[src/rtl/fsla_pkg.sv]
// Package for the fixed-slot free-list allocator.
// Holds sizes, codes and the transaction and configuration struct types.
// No dependencies.
package fsla_pkg;

	localparam int MAX_SLOTS = 1024;
	localparam int SLOT_W    = $clog2(MAX_SLOTS);
	localparam int CNT_W     = SLOT_W + 1;
	localparam int ADDR_W    = 32;
	localparam int HDR_W     = 12;
	localparam int SIZE_W    = 16;
	localparam int PROD_W    = SIZE_W + SLOT_W;
	localparam int PADDR_W   = 4;
	localparam int PDATA_W   = 32;

	// Opcodes of a request.
	localparam logic OP_ALLOC = 1'b0;
	localparam logic OP_FREE  = 1'b1;

	// Result status codes.
	localparam logic [1:0] STAT_OK     = 2'd0;
	localparam logic [1:0] STAT_EMPTY  = 2'd1;
	localparam logic [1:0] STAT_RANGE  = 2'd2;
	localparam logic [1:0] STAT_DOUBLE = 2'd3;

	// Register indexes (byte address divided by four).
	localparam logic [1:0] REG_BASE   = 2'd0;
	localparam logic [1:0] REG_HEADER = 2'd1;
	localparam logic [1:0] REG_SIZE   = 2'd2;
	localparam logic [1:0] REG_COUNT  = 2'd3;

	// Register reset values.
	localparam logic [ADDR_W-1:0] RST_BASE   = '0;
	localparam logic [HDR_W-1:0]  RST_HEADER = '0;
	localparam logic [SIZE_W-1:0] RST_SIZE   = SIZE_W'(64);
	localparam logic [CNT_W-1:0]  RST_COUNT  = CNT_W'(MAX_SLOTS);

	typedef enum logic [1:0] {
		ST_CLEAR,
		ST_READY,
		ST_LOOKUP
	} st_t;

	typedef struct packed {
		logic              opcode;
		logic [SLOT_W-1:0] slot_index;
	} req_t;

	typedef struct packed {
		logic [1:0]        status;
		logic [SLOT_W-1:0] granted_index;
		logic [ADDR_W-1:0] slot_address;
		logic [CNT_W-1:0]  free_count;
	} rsp_t;

	typedef struct packed {
		logic [ADDR_W-1:0] base_address;
		logic [HDR_W-1:0]  header_bytes;
		logic [SIZE_W-1:0] object_size;
		logic [CNT_W-1:0]  slot_count;
	} cfg_t;

endpackage

[src/rtl/fsla_addr.sv]
// Slot address unit: registered size-times-index product, then base plus header plus product.
// Depends on fsla_pkg for the field widths.
module fsla_addr (
	input  logic                          clk,
	input  logic                          arst_n,
	input  logic                          en,
	input  logic [fsla_pkg::SIZE_W-1:0]   object_size,
	input  logic [fsla_pkg::SLOT_W-1:0]   slot_index,
	input  logic [fsla_pkg::ADDR_W-1:0]   base_address,
	input  logic [fsla_pkg::HDR_W-1:0]    header_bytes,
	output logic [fsla_pkg::ADDR_W-1:0]   slot_address
);
	import fsla_pkg::*;

	logic [PROD_W-1:0] prod_s2;
	logic              grant_s2;

	always_ff @(posedge clk or negedge arst_n) begin
		if (!arst_n) begin
			grant_s2 <= 1'b0;
		end else begin
			grant_s2 <= en;
		end
	end

	// Both operands are widened first so that the full product is kept.
	always_ff @(posedge clk) begin
		if (en) begin
			prod_s2 <= PROD_W'(object_size) * PROD_W'(slot_index);
		end
	end

	// The sum wraps modulo 2^32; any request but a granted allocation reports address zero.
	assign slot_address = grant_s2
		? base_address + ADDR_W'(header_bytes) + ADDR_W'(prod_s2)
		: '0;

endmodule

[config.mk]
export PLATFORM = sky130hd
export DESIGN_NAME = fsla_addr
export DESIGN_NICKNAME = d
export VERILOG_FILES = /design/src/rtl/fsla_pkg.sv /design/src/rtl/fsla_addr.sv
export SDC_FILE = /design/constraint.sdc
export NUM_CORES = 1
export LEC_CHECK = 0
export ABC_CLOCK_PERIOD_IN_PS = 3100
export BUFFER_PORTS_ARGS = -buffer_cell sky130_fd_sc_hd__buf_2
export CAP_MARGIN = 20
export CORE_UTILIZATION = 49
export CTS_CLUSTER_SIZE = 12
export DETAILED_ROUTE_END_ITERATION = 10
export GPL_TIMING_DRIVEN = 0
export PLACE_DENSITY = 0.72
export SLEW_MARGIN = 20
export SYNTH_ARGS = -nofsm -noshare
export SYNTH_HDL_FRONTEND = slang
export SYNTH_SLANG_ARGS = --single-unit
[constraint.sdc]
create_clock -name clk -period 3.1 [get_ports clk]
set_clock_uncertainty 0.15 [all_clocks]
set_input_delay 0.31 -clock clk [delete_from_list [all_inputs] [get_ports clk]]
set_output_delay 0.31 -clock clk [all_outputs]
set_load 0.01 [all_outputs]
==> results_dict.tcl <==
set metrics [dict create \
    fin_crit_ps 5110 \
    n_fill_cell 1279 \
    final.period_utilization_pct 165 \
    cp_cell_sequence "buf_12 -> buf_4 -> clkbuf_8 -> buf_4 -> nand2_1 -> fa_1 -> inv_1 -> fa_1 -> fa_1 -> fa_1 -> ha_1 -> ha_1 -> nand4_1 -> or4_4 -> a21oi_4 -> o31a_1 -> o21ai_2 -> a21oi_2 -> xor2_1" \
    rsz0062_at_grt "yes" \
    cp_max_fo 5 \
    cts_root_buf "clkbuf_16" \
    synth_top_area_share_pct 30.1 \
    drive_above_1_share_pct 31.9 \
    place_area_mm2 0.00945 \
    synth_seq_cells 27 \
    netlist_area_mm2 0.00818 \
    slew_violations 0 \
    cts_tree "done" \
    dr.pass1.iters 5 \
    crit_type "in2reg" \
    synth.most_common_cell "fa_1" \
    synth_top_area_cell "fa_1" \
    setup-violations-final 44 \
    io_pins 105 \
    placedCellCount 1226 \
    tns_ps -41760 \
    cts_buffers 3 \
    clk_pin_slew_ps 60 \
    worst_path_largest_cell_delay_ps 590 \
    end_kind "flop" \
    powerDensity_mw_per_mm2 1140 \
    required_ps 2960 \
    vias 7053 \
    track_usage_pct 24.7 \
    grt_start_max_net_pins 28 \
    core_area_mm2 0.0161 \
    area_delta_synth_final_pct 32.5 \
    synth_edf_count 26 \
    cp-start-kind "input pin" \
    grt_first_pass_wirelength_um 34800 \
    rows 46 \
    nNetsFinal 1372 \
    outcome "complete, but fails checks" \
    worstPathArrival_ps 4970 \
    drv_cap 0 \
    routedWlPerCell_um 16.4 \
    drc 0 \
    worstHoldPathType "in2async" \
    h-tree-depth 1 \
    first_iter_violations 309 \
    place.gp.congestion 0.917 \
    die_x_um 131 \
    grt_overflow_total 0 \
    slowest_stage "fa_1" \
    antenna_found_initial 0 \
    yosys.cell_types.count 62 \
    cts_buffer_depth 2 \
    finalWirelength_um 21200 \
    dieArea_mm2 0.0172 \
    synth_common_cells "fa_1, inv_1, nand2_1" \
    vias_per_cell 5.47 \
    diodes 0 \
    final_cells 1290 \
    cts.sinks 27 \
    die_y_um 131 \
    synth_warnings 0 \
    synth_area_leaders "fa_1, ha_1, edfxtp_1, and2_1, inv_1" \
    grt_pass1_vias 7181 \
    tightestPinTransition_ps 550 \
    synth_fp_nets 1218 \
    synth-seq-area-share_pct 9.85 \
    crit_top_cell "fa_1" \
    setup_slack_ps -2010 \
    violations "setup timing" \
    synthCells 921 \
    ant_nets 0 \
    synthFlopType "edfxtp_1" \
    io_buffers 89 \
    avgSynthCellArea_um2 8.88 \
    p_leak_nw 5.20 \
    hold_viol_final 0 \
    dp_hpwl_um 15700 \
    synth-async-reset-ratio_pct 3.70 \
    pre_cts_ws_ps -2560 \
    relSlewSlack_pct 63.4 \
    vdd_ir_drop_max_v 0.000859 \
    power_mw 12.3 \
    design_area_mm2 0.0108 \
    fmax_ghz 0.196 \
    initial_utilization_pct 50.8 \
]
worst max-delay path: cells and delay by family:
kind	cells	cell delay (ps)
adder cells (fa/ha/maj)	6	2690
AND/OR/NAND/NOR	3	770
AO/OA/AOI/OAI	4	590
buffers and inverters	5	540
XOR/XNOR	1	80
logic make-up (layout without fill, tap and decap cells):
family | count (synthesis) | in the layout | share of synthesized area (%)
AND/OR/NAND/NOR | 309 | 309 | 19.0
multiplexers | 7 | 7 | 0.856
flip-flops | 27 | 27 | 9.85
XOR/XNOR | 35 | 35 | 3.75
AO/OA/AOI/OAI | 163 | 163 | 13.8
adder cells (fa/ha/maj) | 224 | 224 | 45.5
buffers and inverters | 156 | 309 | 7.17
cell type report:
class,instances,area [µm²],share of cell area (%)
Clock buffer,3,75.1,0.692
Multi-Input combinational cell,738,7650,70.6
Buffer,34,455,4.20
Timing Repair Buffer,152,1130,10.4
Sequential cell,27,806,7.43
Clock inverter,1,5.00,0.0462
Tap cell,216,270,2.49
Inverter,119,447,4.12
registers in the layout, indices dropped and copies added (netlist names):
register,flops
prod_s2,26
grant_s2,1
timing repair:
item | 4_1_cts | 5_1_grt
gates cloned | 1 | 1
pin swaps | 71 | 54
hold endpoints to repair | 1 | 0
buffers inserted | 40 | 21
resized for setup | 95 | 95
setup endpoints to repair | 46 | 47
hold buffers | 1 | 0
per-layer routing:
metal	wire [µm]	global-route usage, %	up-vias	part of all wire, %
li1	-	-	3349	-
met1	9480	34.4	3412	45
met2	10200	41.0	267	48
met3	1110	1.97	25	5.2
met4	352	7.25	0	1.7
met5	0	0	-	0
placed cells by master, fill, tap and decap left out, types with 6 or more instances in the layout:
cell type / n
and2_1: 76
nand2_4: 8
clkbuf_4: 6
clkbuf_16: 14
o21ai_0: 11
a21o_1: 26
inv_1: 103
and3_1: 7
buf_4: 44
nand2_2: 10
a21oi_2: 18
nor2b_1: 6
buf_12: 8
nor3_2: 6
nand2_1: 96
buf_2: 79
a21oi_1: 27
o21ai_1: 6
fa_1: 114
xnor2_1: 19
a31oi_1: 9
nand4_1: 6
o21ai_2: 8
o21a_1: 9
nor2_1: 31
ha_4: 22
ha_1: 78
clkbuf_8: 6
nand2b_1: 9
nand3_1: 9
clkbuf_1: 9
inv_2: 15
xor2_1: 13
buf_6: 18
and2_4: 9
edfxtp_1: 26
fa_2: 9
power breakdown:
group	internal, mW	switching (mW)
Clock	0.174	0.109
Sequential	0.813	0.0650
Combinational	5.32	5.83
per-stage QoR:
step / hold WS, ps / util, %
final: 216 / 67.3
after floorplan: -136 / -
after global placement: -52.3 / 58.6
after detailed placement: -52.7 / 58.6
after global routing: 221 / 67.3
after CTS: 201 / 64.0
how the worst max path moves through the flow:
stage / startpoint / cells after the start / endpoint / slack [ps]
after global routing: slot_index[3] / 20 / prod_s2[23]$_DFFE_PP_ / -2180
after CTS: slot_index[3] / 19 / prod_s2[23]$_DFFE_PP_ / -1980
after global placement: slot_index[9] / 19 / prod_s2[23]$_DFFE_PP_ / -2500
after detailed placement: slot_index[9] / 19 / prod_s2[23]$_DFFE_PP_ / -2560
final: slot_index[3] / 19 / prod_s2[23]$_DFFE_PP_ / -2010
after floorplan: slot_index[6] / 18 / prod_s2[23]$_DFFE_PP_ / -1870
Power figures use the tool's default switching activity.
