**config.mk**
```make
export PLATFORM = sky130hd
export DESIGN_NAME = fsla_regs
export DESIGN_NICKNAME = d
export VERILOG_FILES = /design/src/rtl/fsla_pkg.sv /design/src/rtl/fsla_regs.sv
export SDC_FILE = /design/constraint.sdc
export NUM_CORES = 1
export LEC_CHECK = 0
export ABC_AREA = 1
export BUFFER_PORTS_ARGS = -buffer_cell sky130_fd_sc_hd__clkbuf_2
export CORE_MARGIN = 2
export CORE_UTILIZATION = 42
export DETAILED_ROUTE_END_ITERATION = 12
export PLACE_DENSITY = 0.89
export SLEW_MARGIN = 20
export SYNTH_ARGS = -nofsm -noshare
export SYNTH_HDL_FRONTEND = slang
export SYNTH_SLANG_ARGS = --single-unit
```
**constraint.sdc**
```tcl
create_clock -name clk -period 1.1 [get_ports clk]
set_input_delay 0.11 -clock clk [delete_from_list [all_inputs] [get_ports clk]]
set_output_delay 0.11 -clock clk [all_outputs]
set_load 0.01 [all_outputs]
```
**src/rtl/fsla_pkg.sv**
```systemverilog
// Package for the fixed-slot free-list allocator.
// Holds sizes, codes and the transaction and configuration struct types.
// No dependencies.
package fsla_pkg;

	localparam int MAX_SLOTS = 1024;
	localparam int SLOT_W    = $clog2(MAX_SLOTS);
	localparam int CNT_W     = SLOT_W + 1;
	localparam int ADDR_W    = 32;
	localparam int HDR_W     = 12;
	localparam int SIZE_W    = 16;
	localparam int PROD_W    = SIZE_W + SLOT_W;
	localparam int PADDR_W   = 4;
	localparam int PDATA_W   = 32;

	// Opcodes of a request.
	localparam logic OP_ALLOC = 1'b0;
	localparam logic OP_FREE  = 1'b1;

	// Result status codes.
	localparam logic [1:0] STAT_OK     = 2'd0;
	localparam logic [1:0] STAT_EMPTY  = 2'd1;
	localparam logic [1:0] STAT_RANGE  = 2'd2;
	localparam logic [1:0] STAT_DOUBLE = 2'd3;

	// Register indexes (byte address divided by four).
	localparam logic [1:0] REG_BASE   = 2'd0;
	localparam logic [1:0] REG_HEADER = 2'd1;
	localparam logic [1:0] REG_SIZE   = 2'd2;
	localparam logic [1:0] REG_COUNT  = 2'd3;

	// Register reset values.
	localparam logic [ADDR_W-1:0] RST_BASE   = '0;
	localparam logic [HDR_W-1:0]  RST_HEADER = '0;
	localparam logic [SIZE_W-1:0] RST_SIZE   = SIZE_W'(64);
	localparam logic [CNT_W-1:0]  RST_COUNT  = CNT_W'(MAX_SLOTS);

	typedef enum logic [1:0] {
		ST_CLEAR,
		ST_READY,
		ST_LOOKUP
	} st_t;

	typedef struct packed {
		logic              opcode;
		logic [SLOT_W-1:0] slot_index;
	} req_t;

	typedef struct packed {
		logic [1:0]        status;
		logic [SLOT_W-1:0] granted_index;
		logic [ADDR_W-1:0] slot_address;
		logic [CNT_W-1:0]  free_count;
	} rsp_t;

	typedef struct packed {
		logic [ADDR_W-1:0] base_address;
		logic [HDR_W-1:0]  header_bytes;
		logic [SIZE_W-1:0] object_size;
		logic [CNT_W-1:0]  slot_count;
	} cfg_t;

endpackage

```
**src/rtl/fsla_regs.sv**
```systemverilog
// Configuration register file behind the APB-style port.
// Depends on fsla_pkg for the register indexes, widths and cfg_t.
module fsla_regs (
	input  logic                          clk,
	input  logic                          arst_n,
	input  logic                          psel,
	input  logic                          penable,
	input  logic                          pwrite,
	input  logic [fsla_pkg::PADDR_W-1:0]  paddr,
	input  logic [fsla_pkg::PDATA_W-1:0]  pwdata,
	output logic [fsla_pkg::PDATA_W-1:0]  prdata,
	output logic                          wr,
	output fsla_pkg::cfg_t                cfg,
	output fsla_pkg::cfg_t                cfg_next
);
	import fsla_pkg::*;

	cfg_t             cfg_q;
	logic [CNT_W-1:0] count_raw;
	logic [CNT_W-1:0] count_sat;

	assign wr = psel & penable & pwrite;

	// A slot count of zero is taken as one, anything above the maximum saturates.
	assign count_raw = pwdata[CNT_W-1:0];
	always_comb begin
		count_sat = count_raw;
		if (count_raw == '0) begin
			count_sat = CNT_W'(1);
		end else if (count_raw > CNT_W'(MAX_SLOTS)) begin
			count_sat = CNT_W'(MAX_SLOTS);
		end
	end

	always_comb begin
		cfg_next = cfg_q;
		if (wr) begin
			case (paddr[3:2])
				REG_BASE:   cfg_next.base_address = pwdata[ADDR_W-1:0];
				REG_HEADER: cfg_next.header_bytes = pwdata[HDR_W-1:0];
				REG_SIZE:   cfg_next.object_size  = pwdata[SIZE_W-1:0];
				REG_COUNT:  cfg_next.slot_count   = count_sat;
				default:    cfg_next = cfg_q;
			endcase
		end
	end

	always_ff @(posedge clk or negedge arst_n) begin
		if (!arst_n) begin
			cfg_q.base_address <= RST_BASE;
			cfg_q.header_bytes <= RST_HEADER;
			cfg_q.object_size  <= RST_SIZE;
			cfg_q.slot_count   <= RST_COUNT;
		end else begin
			cfg_q <= cfg_next;
		end
	end

	always_comb begin
		case (paddr[3:2])
			REG_BASE:   prdata = PDATA_W'(cfg_q.base_address);
			REG_HEADER: prdata = PDATA_W'(cfg_q.header_bytes);
			REG_SIZE:   prdata = PDATA_W'(cfg_q.object_size);
			REG_COUNT:  prdata = PDATA_W'(cfg_q.slot_count);
			default:    prdata = '0;
		endcase
	end

	assign cfg = cfg_q;

endmodule

```
==> metrics.md, run 1 <==
| Metric | Value |
|---|---|
| Outcome | aborted with a tool error |
| Synth cell types | 29 |
| Mean post-synth cell area | roughly 8.5 um2 |
| Area fraction of the dominant cell type after synthesis | 52.9% |
| Die Y-Extent | 92.1 um |
| Sink Count | 71 |
| Worst End Pin Type | top-level output |
| Syn Std Cell Area | 0.00326 mm2 |
| DPL Wire Length | 9.51 mm |
| Port bufs | 213 |
| Synth Net Count | 426 |
| Cells after synthesis | between 300 and 400 |
| Worst_ep grt | prdata[6] |
| Run Error | [ERROR DPL-0038] Utilization greater than 100%, impossible to legalize |
| Die X | a little over 90 um |
| Largest net degree at the start of global routing | 32 |
| YS warnings | 0 |
| Number of buffers created by CTS | 9 |
| Yosys reg bits | a little over 70 |
| Htree depth | 3 |
| Initial Utilization | 42.9% |
| Root Buffer | clkbuf_8 |
| Row count | 32 |
| Routability cong. | around 0.85 |
| CTS max path bufs | 2 |
| Register area share after synthesis | 54.5% |
| Placed Instances | about 720 |
| Last stage | global routing (5_1_grt) |
| Count of pins on the block boundary | between 200 and 250 |
| Area leader, netlist | dfrtp_1 |
| Top cells by area, synth | dfrtp_1, nand2_1, nor2_1 |
## per-stage QoR
| stage | cell area, um2 | TNS (ps) | setup slack (ps) | hold WS, ps |
|---|---|---|---|---|
| floorplan | 3260 | -18.8 | -3.14 | -186 |
| global placement | 4720 | -7990 | -143 | 6.78 |
| detailed placement | 4720 | -13800 | -197 | 15.7 |
| CTS | 6850 | -13920 | -274 | 37.3 |
## cell usage after synthesis
cell and instances:
inv_1 43, nand2_2 3, o21bai_2 1, buf_6 3, mux2_2 1, o21a_1 1, clkbuf_1 4, nand3_4 1
nand4_1 3, dfstp_2 2, clkinv_1 1, inv_2 4, nor3_4 1, nand3_1 16, buf_4 3, buf_2 6
nor2_2 2, dfrtp_1 69, nor3_1 1, o21ai_0 24, o22ai_1 3, o21ai_1 2, a21oi_1 16, nor2_4 1
o2111ai_1 8, buf_1 1, nor2_1 53, nand2_1 98, a21oi_2 14
## what timing repair did
action	4_1_cts
endpoints found under the setup margin	106
resized for setup	260
pin swaps	81
endpoints found under the hold margin	70
setup buffers	94
gates cloned	15
hold buffers	1
## cells by family after synthesis
| kind of cell | synth area share (%) |
|---|---|
| simple gates | 22.9 |
| flops | 54.5 |
| buf+inv | 8.74 |
| compound gates | 13.5 |
| mux | 0.345 |
==> inputs of run 2 (changes only) <==
--- a/config.mk
+++ b/config.mk
@@ -8,9 +8,9 @@
 export ABC_AREA = 1
 export BUFFER_PORTS_ARGS = -buffer_cell sky130_fd_sc_hd__clkbuf_2
 export CORE_MARGIN = 2
-export CORE_UTILIZATION = 42
+export CORE_UTILIZATION = 35
 export DETAILED_ROUTE_END_ITERATION = 12
-export PLACE_DENSITY = 0.89
+export PLACE_DENSITY_LB_ADDON = 0.15
 export SLEW_MARGIN = 20
 export SYNTH_ARGS = -nofsm -noshare
 export SYNTH_HDL_FRONTEND = slang
==> run 2 against run 1 <==
The flow now finishes, with violations (setup timing); synthesized cell count stayed put; area after synthesis stayed put.
==> metrics.md, run 2 <==
| Metric | Value |
|---|---|
| Yosys reg bits | 71 |
| Final Slew Violations | 0 |
| Area leader, netlist | dfrtp_1 |
| Most frequent cells in the layout | buf_6, buf_4, clkbuf_2 |
| Syn Std Cell Area | 0.00326 mm2 |
| Final Non-Filler Cells | about 900 |
| Fin area | 0.00846 mm2 |
| Critical Path End Type | output pin |
| Sink Count | 71 |
| Placed Instances | about 750 |
| Skew-Pair Late Insertion Delay | 360 ps |
| Die Y-Extent | 101 um |
| Port bufs | 213 |
| Number of flip-flops in the largest register | between 70 and 80 |
| Die X | 101 um |
| Antenna violations before repair | 0 |
| Hold WC Path Type | in -> reg |
| Most frequent cells after synthesis | nand2_1, dfrtp_1, nor2_1 |
| Number of buffers created by CTS | 9 |
| Failing checks | setup timing |
| Antenna-violating nets left | 0 |
| Post-Place Cell Area | between 0.004 and 0.005 mm2 |
| CTS max path bufs | 2 |
| PwrDens | 1590 mW/mm2 |
| Critical path type | reg -> out |
| Area fraction of the dominant cell type after synthesis | 52.9% |
| Synth cell types | 29 |
| Synth Net Count | 426 |
| Htree depth | 3 |
| Final WL | 21.7 mm |
| Crit path launch type | register |
| VDD IR max | 0.988 mV |
| First-pass GRT wire length | 24.0 mm |
| Max-cap violations | 0 |
| Predominant post-synthesis flop cell | dfrtp_1 |
| Final worst-path cycle share | 125% |
| Fin. Hold Viols | 0 |
| Leak Pwr | around 0.0042 uW |
| Final setup viols | 142 |
| Full die area | between 0.01 and 0.015 mm2 |
| Vias in the first global route | 4550 |
| Routability cong. | approximately 0.83 |
| Register area share after synthesis | 54.5% |
| Pwr Total | 13500 uW |
| Required @ worst endpoint | 990 ps |
| DRC errors left | 0 |
| Nets | between 800 and 900 |
| TritonRoute pass-1 iters | 5 |
| Async S/R FF share, synth | 100% |
| Cells after synthesis | 385 |
| Mean post-synth cell area | 8.48 um2 |
| Pre-CTS setup slack | -195 ps |
| Top cells by area, synth | dfrtp_1, nand2_1, nor2_1 |
| Routed wire length per instance | ~24 um |
| YS warnings | 0 |
| Root Buffer | clkbuf_8 |
| Crit Path Max Fanout | 3 |
| Most common cell after layout, fill and taps aside | buf_6 |
| Initial DRC count | about 280 |
| RSZ-0062 raised after global routing | yes |
| DPL Wire Length | ~9 mm |
| Final Critical Period | 1370 ps |
| Worst-Margin Slew | 394 ps |
| Worst endpoint data arrival time | between 1000 and 1500 ps |
| Largest net degree at the start of global routing | slightly above 70 |
| Fmax | roughly 730 MHz |
| Clk pin slew, worst setup/hold paths | 90 ps |
| Clk_skew | 0 ps |
| Vias per cell | 5.58 |
| Final worst slack | -275 ps |
| Count of pins on the block boundary | roughly 220 |
| Initial Utilization | a little over a third |
| Vias post-DR | 4979 |
| Relative slew slack | approximately 74% |
| TritonCTS clock tree | done |
| Layout cell share with drive strength beyond 1 | 82.8% |
| Outcome | complete, but fails checks |
| Core area | around 0.0092 mm2 |
| Row count | 35 |
| Area Growth Syn to Fin | 159% |
| GRT Util Overall | 31.4% |
| Post-synth EDFFs | 0 |
| WHS Path Cells | 3 |
| Worst Reg-to-Reg Cells | 5 |
| ANT cells | 0 |
| Cell with the most instances after synthesis | nand2_1 |
| GR Overflow Total | 0 |
[run 2: cell counts after synthesis]
No cell type changed its count.
[run 2: worst paths after layout]
path / end / slack [ps] / startpoint
min: cfg[24] / 30 / pwdata[13]
max in group asynchronous: cfg[17] / 440 / arst_n
max reg2reg: cfg[0] / -40 / cfg[0]
min reg2reg: cfg[12] / 560 / cfg[12]
min in group asynchronous: cfg[16] / 290 / arst_n
max: cfg_next[0] / -270 / cfg[0]
[run 2: kinds of logic (layout without fill, tap and decap cells)]
group / count (synthesis) / count (layout) / share of synthesized area [%]
buffers and inverters: 65 / 461 / 8.74
AO/OA/AOI/OAI: 69 / 69 / 13.5
AND/OR/NAND/NOR: 179 / 179 / 22.9
multiplexers: 1 / 1 / 0.345
flip-flops: 71 / 71 / 54.5
[run 2: report_power, final]
group	switching, uW	total, uW	internal, uW
logic	3240	6960	3720
clock network	1120	2630	1510
registers	699	3880	3180
[run 2: repair_timing]
| item | 4_1_cts | 5_1_grt |
|---|---|---|
| hold buffers | 1 | 0 |
| gates cloned | 14 | 3 |
| resized for setup | 303 | 372 |
| endpoints found under the setup margin | 105 | 143 |
| endpoints found under the hold margin | 69 | 0 |
| pin swaps | 94 | 46 |
| buffers inserted | 87 | 33 |
[run 2: critical path: stages, from the launching register on]
cell and delay (ps):
dfrtp_1 440, buf_4 170, nand2_1 70, nand2_2 90, buf_8 130
[run 2: area by class of cell]
| class | instances | area [um2] |
|---|---|---|
| repair buffers | 395 | 3700 |
| multi-input cells | 249 | 2350 |
| flip-flops and latches | 71 | 1790 |
| fillers | 286 | 688 |
| inverters | 48 | 220 |
| well taps | 111 | 139 |
| clock buffers | 10 | 128 |
| clock inverters | 6 | 109 |
| repair inverters | 2 | 28.8 |
[run 2: routing by layer]
layer	up-vias	track usage, %	share of wire [%]
li1	2016	-	-
met1	2425	37.9	35
met2	400	56.0	50
met3	138	6.10	8.5
met4	0	10.5	7.0
met5	-	0	0
[run 2: per-stage QoR]
stage | utilization [%] | hold slack, ps | setup TNS [ps]
floorplan | - | -186 | -18.8
global route | 92.5 | 41.0 | -23640
detailed placement | 53.0 | 153 | -12000
CTS | 78.4 | 9.68 | -12970
finish | 92.5 | 34.7 | -20020
global placement | 53.0 | 153 | -10340
No activity file was read; power rests on OpenSTA's default activity.
==> inputs of run 3 (changes only) <==
--- a/config.mk
+++ b/config.mk
@@ -5,7 +5,6 @@
 export SDC_FILE = /design/constraint.sdc
 export NUM_CORES = 1
 export LEC_CHECK = 0
-export ABC_AREA = 1
 export BUFFER_PORTS_ARGS = -buffer_cell sky130_fd_sc_hd__clkbuf_2
 export CORE_MARGIN = 2
 export CORE_UTILIZATION = 35
==> run 3 against run 2 <==
Final cell count down 24%; wire length fell by 38%; combinational power fell by 9.6%; synthesized cell count decreased by 42%; cell area is 19% lower; sequential share of layout area increased by 5.0 points; fmax shrank 7.5%; the run still ends with setup timing left; utilization decreased by 15 points; critical path type unchanged; first-iteration DRC count fell by 65%; flip-flop and latch count unchanged.
==> metrics.md, run 3 <==
| Metric | Value |
|---|---|
| Outcome | complete, but fails checks |
| Failing checks | setup timing |
| Crit path launch type | register |
| Clk_skew | 0 ps |
| Flop2flop setup slack | -40 ps |
| Async S/R FF share, synth | 100% |
| Largest net degree at the start of global routing | 41 |
| VDD IR max | 0.944 mV |
| First-pass GRT wire length | 18.6 mm |
| Final WL | 13.6 mm |
| Area fraction of the dominant cell type after synthesis | a little over half |
| Synth Area in Compound Gates | around 3.6% |
| Worst Reg-to-Reg Cells | 6 |
| Worst-Margin Slew | 424 ps |
| Fin. Hold Viols | 0 |
| Number of flip-flops in the largest register | a little over 70 |
| YS warnings | 0 |
| Final Critical Period | about 1500 ps |
| TritonRoute pass-1 iters | 4 |
| Top cells by area, synth | dfrtp_1, mux2_2, mux4_2 |
| Number of buffers created by CTS | 9 |
| Root Buffer | clkbuf_8 |
| Vias per cell | 5.05 |
| Synth Net Count | 266 |
| Pre-CTS setup slack | -416 ps |
| Critical path type | reg -> out |
| Nets | 603 |
| Core area | 0.00881 mm2 |
| Xor and xnor area share after synthesis | 0% |
| Mean post-synth cell area | 14.3 um2 |
| Skew-Pair Late Insertion Delay | ~340 ps |
| Vias in the first global route | roughly 3500 |
| Post-route core utilization | 77.5% |
| Required @ worst endpoint | a little under 1000 ps |
| Sink Count | 71 |
| Final setup viols | 124 |
| Port bufs | 213 |
| Htree depth | 3 |
| Routed wire length per instance | 20.1 um |
| Final Slew Violations | 0 |
| Largest family of logic cells by synthesized area | multiplexers |
| GR Overflow Total | 0 |
| Final worst slack | -387 ps |
| Initial DRC count | 98 |
| Critical Path End Type | output pin |
| Hold-fix buffers, CTS | 1 |
| Cell with the most instances after synthesis | dfrtp_1 |
| Predominant post-synthesis flop cell | dfrtp_1 |
| Simple-Gate Fraction of Synth Area | around 7.5% |
| DPL Wire Length | about 8.3 mm |
| Most frequent cells in the layout | buf_6, clkbuf_2, dfrtp_1 |
| Fmax | 673 MHz |
| Post-synth EDFFs | 0 |
| Most frequent cells after synthesis | dfrtp_1, mux2_2, o21ai_0 |
| Routability cong. | 0.804 |
| Row count | 34 |
| Worst endpoint data arrival time | 1380 ps |
| TritonCTS clock tree | done |
| Synth cell types | 25 |
| RR Startpoint | cfg[6] |
| Antenna-violating nets left | 0 |
| ANT cells | 0 |
| Full die area | 0.00998 mm2 |
| Worst path max stage delay | between 400 and 500 ps |
| GRT Util Overall | 24.5% |
| Syn Std Cell Area | between 0.003 and 0.004 mm2 |
| WHS Path Cells | 2 |
| CP max stage cell | mux4_2 |
| Yosys reg bits | about 70 |
| Initial Utilization | a little over a third |
| CTS max path bufs | 2 |
| Crit Path Max Fanout | 2 |
| Leak Pwr | 0.00349 uW |
| Max-cap violations | 0 |
| Area leader, netlist | dfrtp_1 |
| Vias post-DR | 3403 |
| Final worst-path cycle share | 135% |
| PwrDens | 1800 mW/mm2 |
| Critical Path, Cell by Cell | mux4_2 -> clkbuf_2 |
| Register area share after synthesis | a little under three fifths |
| Die Y-Extent | 99.9 um |
| Die X | 99.9 um |
| Antenna violations before repair | 0 |
| Layout cell share with drive strength beyond 1 | between 80% and 90% |
| RSZ-0062 raised after global routing | yes |
| Hold Path End | cfg[58] |
| Clk pin slew, worst setup/hold paths | around 80 ps |
| DRC errors left | 0 |
| Area Growth Syn to Fin | 112% |
| Mux cell area share after synthesis | 30.6% |
| Worst min-delay path startpoint | pwdata[19] |
| Most common cell after layout, fill and taps aside | buf_6 |
| Setup_tns | -25620 ps |
| Cells after synthesis | roughly 230 |
| Adder-cell share of the synthesized area | 0% |
| Hold WC Path Type | in -> reg |
| Relative slew slack | 71.8% |
| R2R Path End | cfg[6] |
| Count of pins on the block boundary | 216 |
run 3: cell count changes after synthesis, sizes merged, moves of 7 or more:
cell,before,now
a21oi,30,0
o21ai,26,19
nand2b,0,8
and2,0,16
nor2,56,6
inv,47,3
mux4,0,11
nand2,101,0
mux2,1,61
o2111ai,8,0
nand3,17,3
run 3: what timing repair did:
action / 4_1_cts / 5_1_grt
hold endpoints to repair: 75 / 2
buffers inserted: 34 / 33
resized for setup: 120 / 255
endpoints found under the setup margin: 126 / 146
pin swaps: 3 / 7
gates cloned: 3 / 0
run 3: layout make-up:
type	instances	area (um2)
repair buffers	340	2970
flip-flops and latches	71	1780
well taps	108	135
fillers	547	1980
clock buffers	12	145
clock inverters	3	67.6
multi-input cells	137	1710
inverters	3	13.8
run 3: how the worst max path moves through the flow:
stage / cells past startpoint / slack (ps) / to / startpoint
finish: 2 / -390 / prdata[6] / cfg[45]
global route: 2 / -420 / prdata[5] / cfg[5]
CTS: 2 / -380 / prdata[6] / cfg[6]
detailed placement: 4 / -420 / prdata[17] / paddr[2]
global placement: 6 / -350 / cfg_next[14] / pwrite
floorplan: 4 / -80 / cfg[18] / pwrite
run 3: layer usage:
layer	up-vias	routed length, um	track usage, %
met4	0	281	7.38
met1	1712	5130	30.4
met2	170	7220	41.7
met5	-	0	0
met3	26	949	7.03
li1	1495	-	-
run 3: cell families after synthesis:
group,after synthesis
mux,77
buf+inv,17
compound gates,22
simple gates,38
flops,71
run 3: stage by stage:
step                      cells  total power (uW)  area [um2]  hold WS [ps]
final                       674             12300        6820          4.84
after global routing        674             12800        6820         -6.78
after CTS                   652             10800        5920         -9.09
after detailed placement    599              7590        4930           120
after global placement      599              7530        4930           125
after floorplan             225              5370        3290          -186
run 3: where the power goes:
group | internal, uW | total, uW | switching [uW] | leakage, uW
registers | 3200 | 3660 | 460 | 0.000877
logic | 3860 | 6290 | 2430 | 0.00251
clock network | 1330 | 2300 | 972 | 0.000103
run 3: critical path: cells and delay by family (launching register included):
kind,cells,cell delay (ps)
DFF,1,410
muxes,1,480
buffers and inverters,1,150
==> inputs of run 4 (changes only) <==
--- a/config.mk
+++ b/config.mk
@@ -5,11 +5,13 @@
 export SDC_FILE = /design/constraint.sdc
 export NUM_CORES = 1
 export LEC_CHECK = 0
+export ABC_AREA = 1
 export BUFFER_PORTS_ARGS = -buffer_cell sky130_fd_sc_hd__clkbuf_2
 export CORE_MARGIN = 2
 export CORE_UTILIZATION = 35
 export DETAILED_ROUTE_END_ITERATION = 12
 export PLACE_DENSITY_LB_ADDON = 0.15
+export SETUP_SLACK_MARGIN = 0.05
 export SLEW_MARGIN = 20
 export SYNTH_ARGS = -nofsm -noshare
 export SYNTH_HDL_FRONTEND = slang
==> run 4 against run 3 <==
The run still ends with setup timing left; first-iteration DRC count increased by 52%; total power increased by 2.3%; largest power group unchanged; critical path depth increased by 6; highest routed layer unchanged; final cell count increased by 30%.
==> metrics.md, run 4 (same netlist as run 2, synthesis figures left out) <==
| Metric | Value |
|---|---|
| ANT cells | 0 |
| Worst-Margin Slew | 401 ps |
| Core area | approximately 0.009 mm2 |
| Pre-CTS setup slack | -279 ps |
| Grt met1 use | between 30% and 40% |
| Hold WC Path Type | in -> reg |
| First-pass GRT wire length | 22.7 mm |
| Gr busiest metal | met2 |
| DPL Wire Length | 8.72 mm |
| Setup_tns | -13520 ps |
| Clk_skew | 0 ps |
| Worst setup endpoint | cfg_next[33] |
| R2R Path End | cfg[45] |
| Fin. Hold Viols | 0 |
| Crit Path Max Fanout | 6 |
| Clock power share | between 15 and 20% |
| Root Buffer | clkbuf_8 |
| Area Growth Syn to Fin | 145% |
| Net Sw Frac | 36.9% |
| RR Startpoint | cfg[45] |
| Required @ worst endpoint | 990 ps |
| Routability cong. | 0.790 |
| Critical path type | in -> out |
| RSZ-0062 raised after global routing | yes |
| Row count | 35 |
| Die X | 101 um |
| Failing checks | setup timing |
| Max-cap violations | 0 |
| Worst Reg-to-Reg Cells | 5 |
| CTS max path bufs | 2 |
| Sink Count | 71 |
| Full die area | 0.0101 mm2 |
| Most frequent cells in the layout | buf_6, buf_4, clkbuf_2 |
| Initial DRC count | 149 |
| Worst Setup SP | pwrite |
| TritonCTS clock tree | done |
| Antenna violations before repair | 0 |
| Leak Pwr | 0.00395 uW |
| Final Slew Violations | 0 |
| Psw | 4630 uW |
| Crit path launch type | primary input |
| Outcome | complete, but fails checks |
| Vias in the first global route | between 4000 and 5000 |
| Largest net degree at the start of global routing | 72 |
| Worst hold slack | 39.2 ps |
| GRT Util Overall | about 30% |
| Htree depth | 3 |
| TritonRoute pass-1 iters | 5 |
| Sequential share of power | 30.3% |
| Comb power frac | 53.7% |
| Final Critical Period | 1370 ps |
| Initial Utilization | a little over a third |
| PwrDens | 1570 mW/mm2 |
| Layout cell share with drive strength beyond 1 | approximately four fifths |
| Most common cell after layout, fill and taps aside | buf_6 |
| VDD IR max | 0.980 mV |
| Worst endpoint data arrival time | 1260 ps |
| Final worst slack | -273 ps |
| DRC errors left | 0 |
| Number of flip-flops in the largest register | 71 |
| Count of pins on the block boundary | 216 |
| GRT met2 Usage | 51.4% |
| GR Overflow Total | 0 |
| Flop2flop setup slack | 40 ps |
| Skew-Pair Late Insertion Delay | roughly 350 ps |
| Vias post-DR | 4545 |
| Number of buffers created by CTS | 9 |
| Grt met3 use | 7.84% |
| Final WL | approximately 18 mm |
| Clk pin slew, worst setup/hold paths | 70 ps |
| Relative slew slack | approximately three quarters |
| Critical Path End Type | output pin |
| Fmax | 728 MHz |
| Routed wire length per instance | 20.4 um |
| Final Non-Filler Cells | 878 |
| Vias per cell | approximately 5.2 |
| Placed Instances | 746 |
| Antenna-violating nets left | 0 |
| Pwr Total | approximately 13000 uW |
| Final setup viols | between 100 and 150 |
| Final worst-path cycle share | 125% |
| Port bufs | roughly 210 |
| Nets | roughly 800 |
| Internal power | between 7000 and 8000 uW |
| Die Y-Extent | 101 um |
run 4: changes by cell type in the layout (fill, tap and decap cells not counted), sizes merged, moves of 14 or more:
| cell | delta |
|---|---|
| clkbuf | -29 |
| inv | +44 |
| a21oi | +30 |
| nor2 | +50 |
| mux2 | -60 |
| nand2 | +102 |
| nand3 | +14 |
| buf | +73 |
| and2 | -16 |
run 4: worst min path at each step:
stage                     from       to  slack, ps  cells after the start
finish              pwdata[13]  cfg[24]         40                      3
global placement        arst_n  cfg[59]        150                      2
global route        pwdata[13]  cfg[24]         30                      3
CTS                 pwdata[13]  cfg[24]          6                      3
floorplan               arst_n   cfg[0]       -190                      0
detailed placement      arst_n  cfg[59]        150                      2
run 4: per-layer routing:
metal | share of wire [%] | vias to the layer above
met5 | 0 | -
met4 | 3.1 | 0
met3 | 7.5 | 56
met2 | 53 | 261
met1 | 36 | 2237
li1 | - | 1991
run 4: final cells by class:
type                       count  area, um2
timing repair buffer         381       3390
multi-input combinational    250       2270
timing repair inverter         1       8.76
sequential                    71       1790
clock buffer                  15        176
clock inverter                 1       5.00
tap                          111        139
inverter                      48        203
fill                         428       1170
run 4: power by group through the flow:
stage	Combinational (uW)	Sequential, uW	Clock (uW)
6_report	6740	3800	1990
5_1_grt	7080	3850	2140
4_1_cts	4980	3620	2000
3_5_place_dp	3480	3630	0
3_3_place_gp	3460	3610	0
2_1_floorplan	1290	3830	0
run 4: timing repair:
item	CTS	global route
hold endpoints to repair	69	0
resized for setup	263	357
endpoints found under the setup margin	105	150
gates cloned	10	1
hold buffers	1	0
pin swaps	117	52
setup buffers	87	39
run 4: worst max-delay path, stage by stage:
cell,delay (ps)
buf_6,80
nand3_4,150
nor3_4,300
buf_6,150
buf_16,140
nor2_2,50
a21oi_4,150
buf_6,120
run 4: metrics by stage:
step           utilization, %  instance area [um2]
2_1_floorplan               -                 3260
3_3_place_gp             52.8                 4830
3_5_place_dp             52.8                 4830
4_1_cts                  75.7                 6930
5_1_grt                  87.2                 7980
6_report                 87.2                 7980
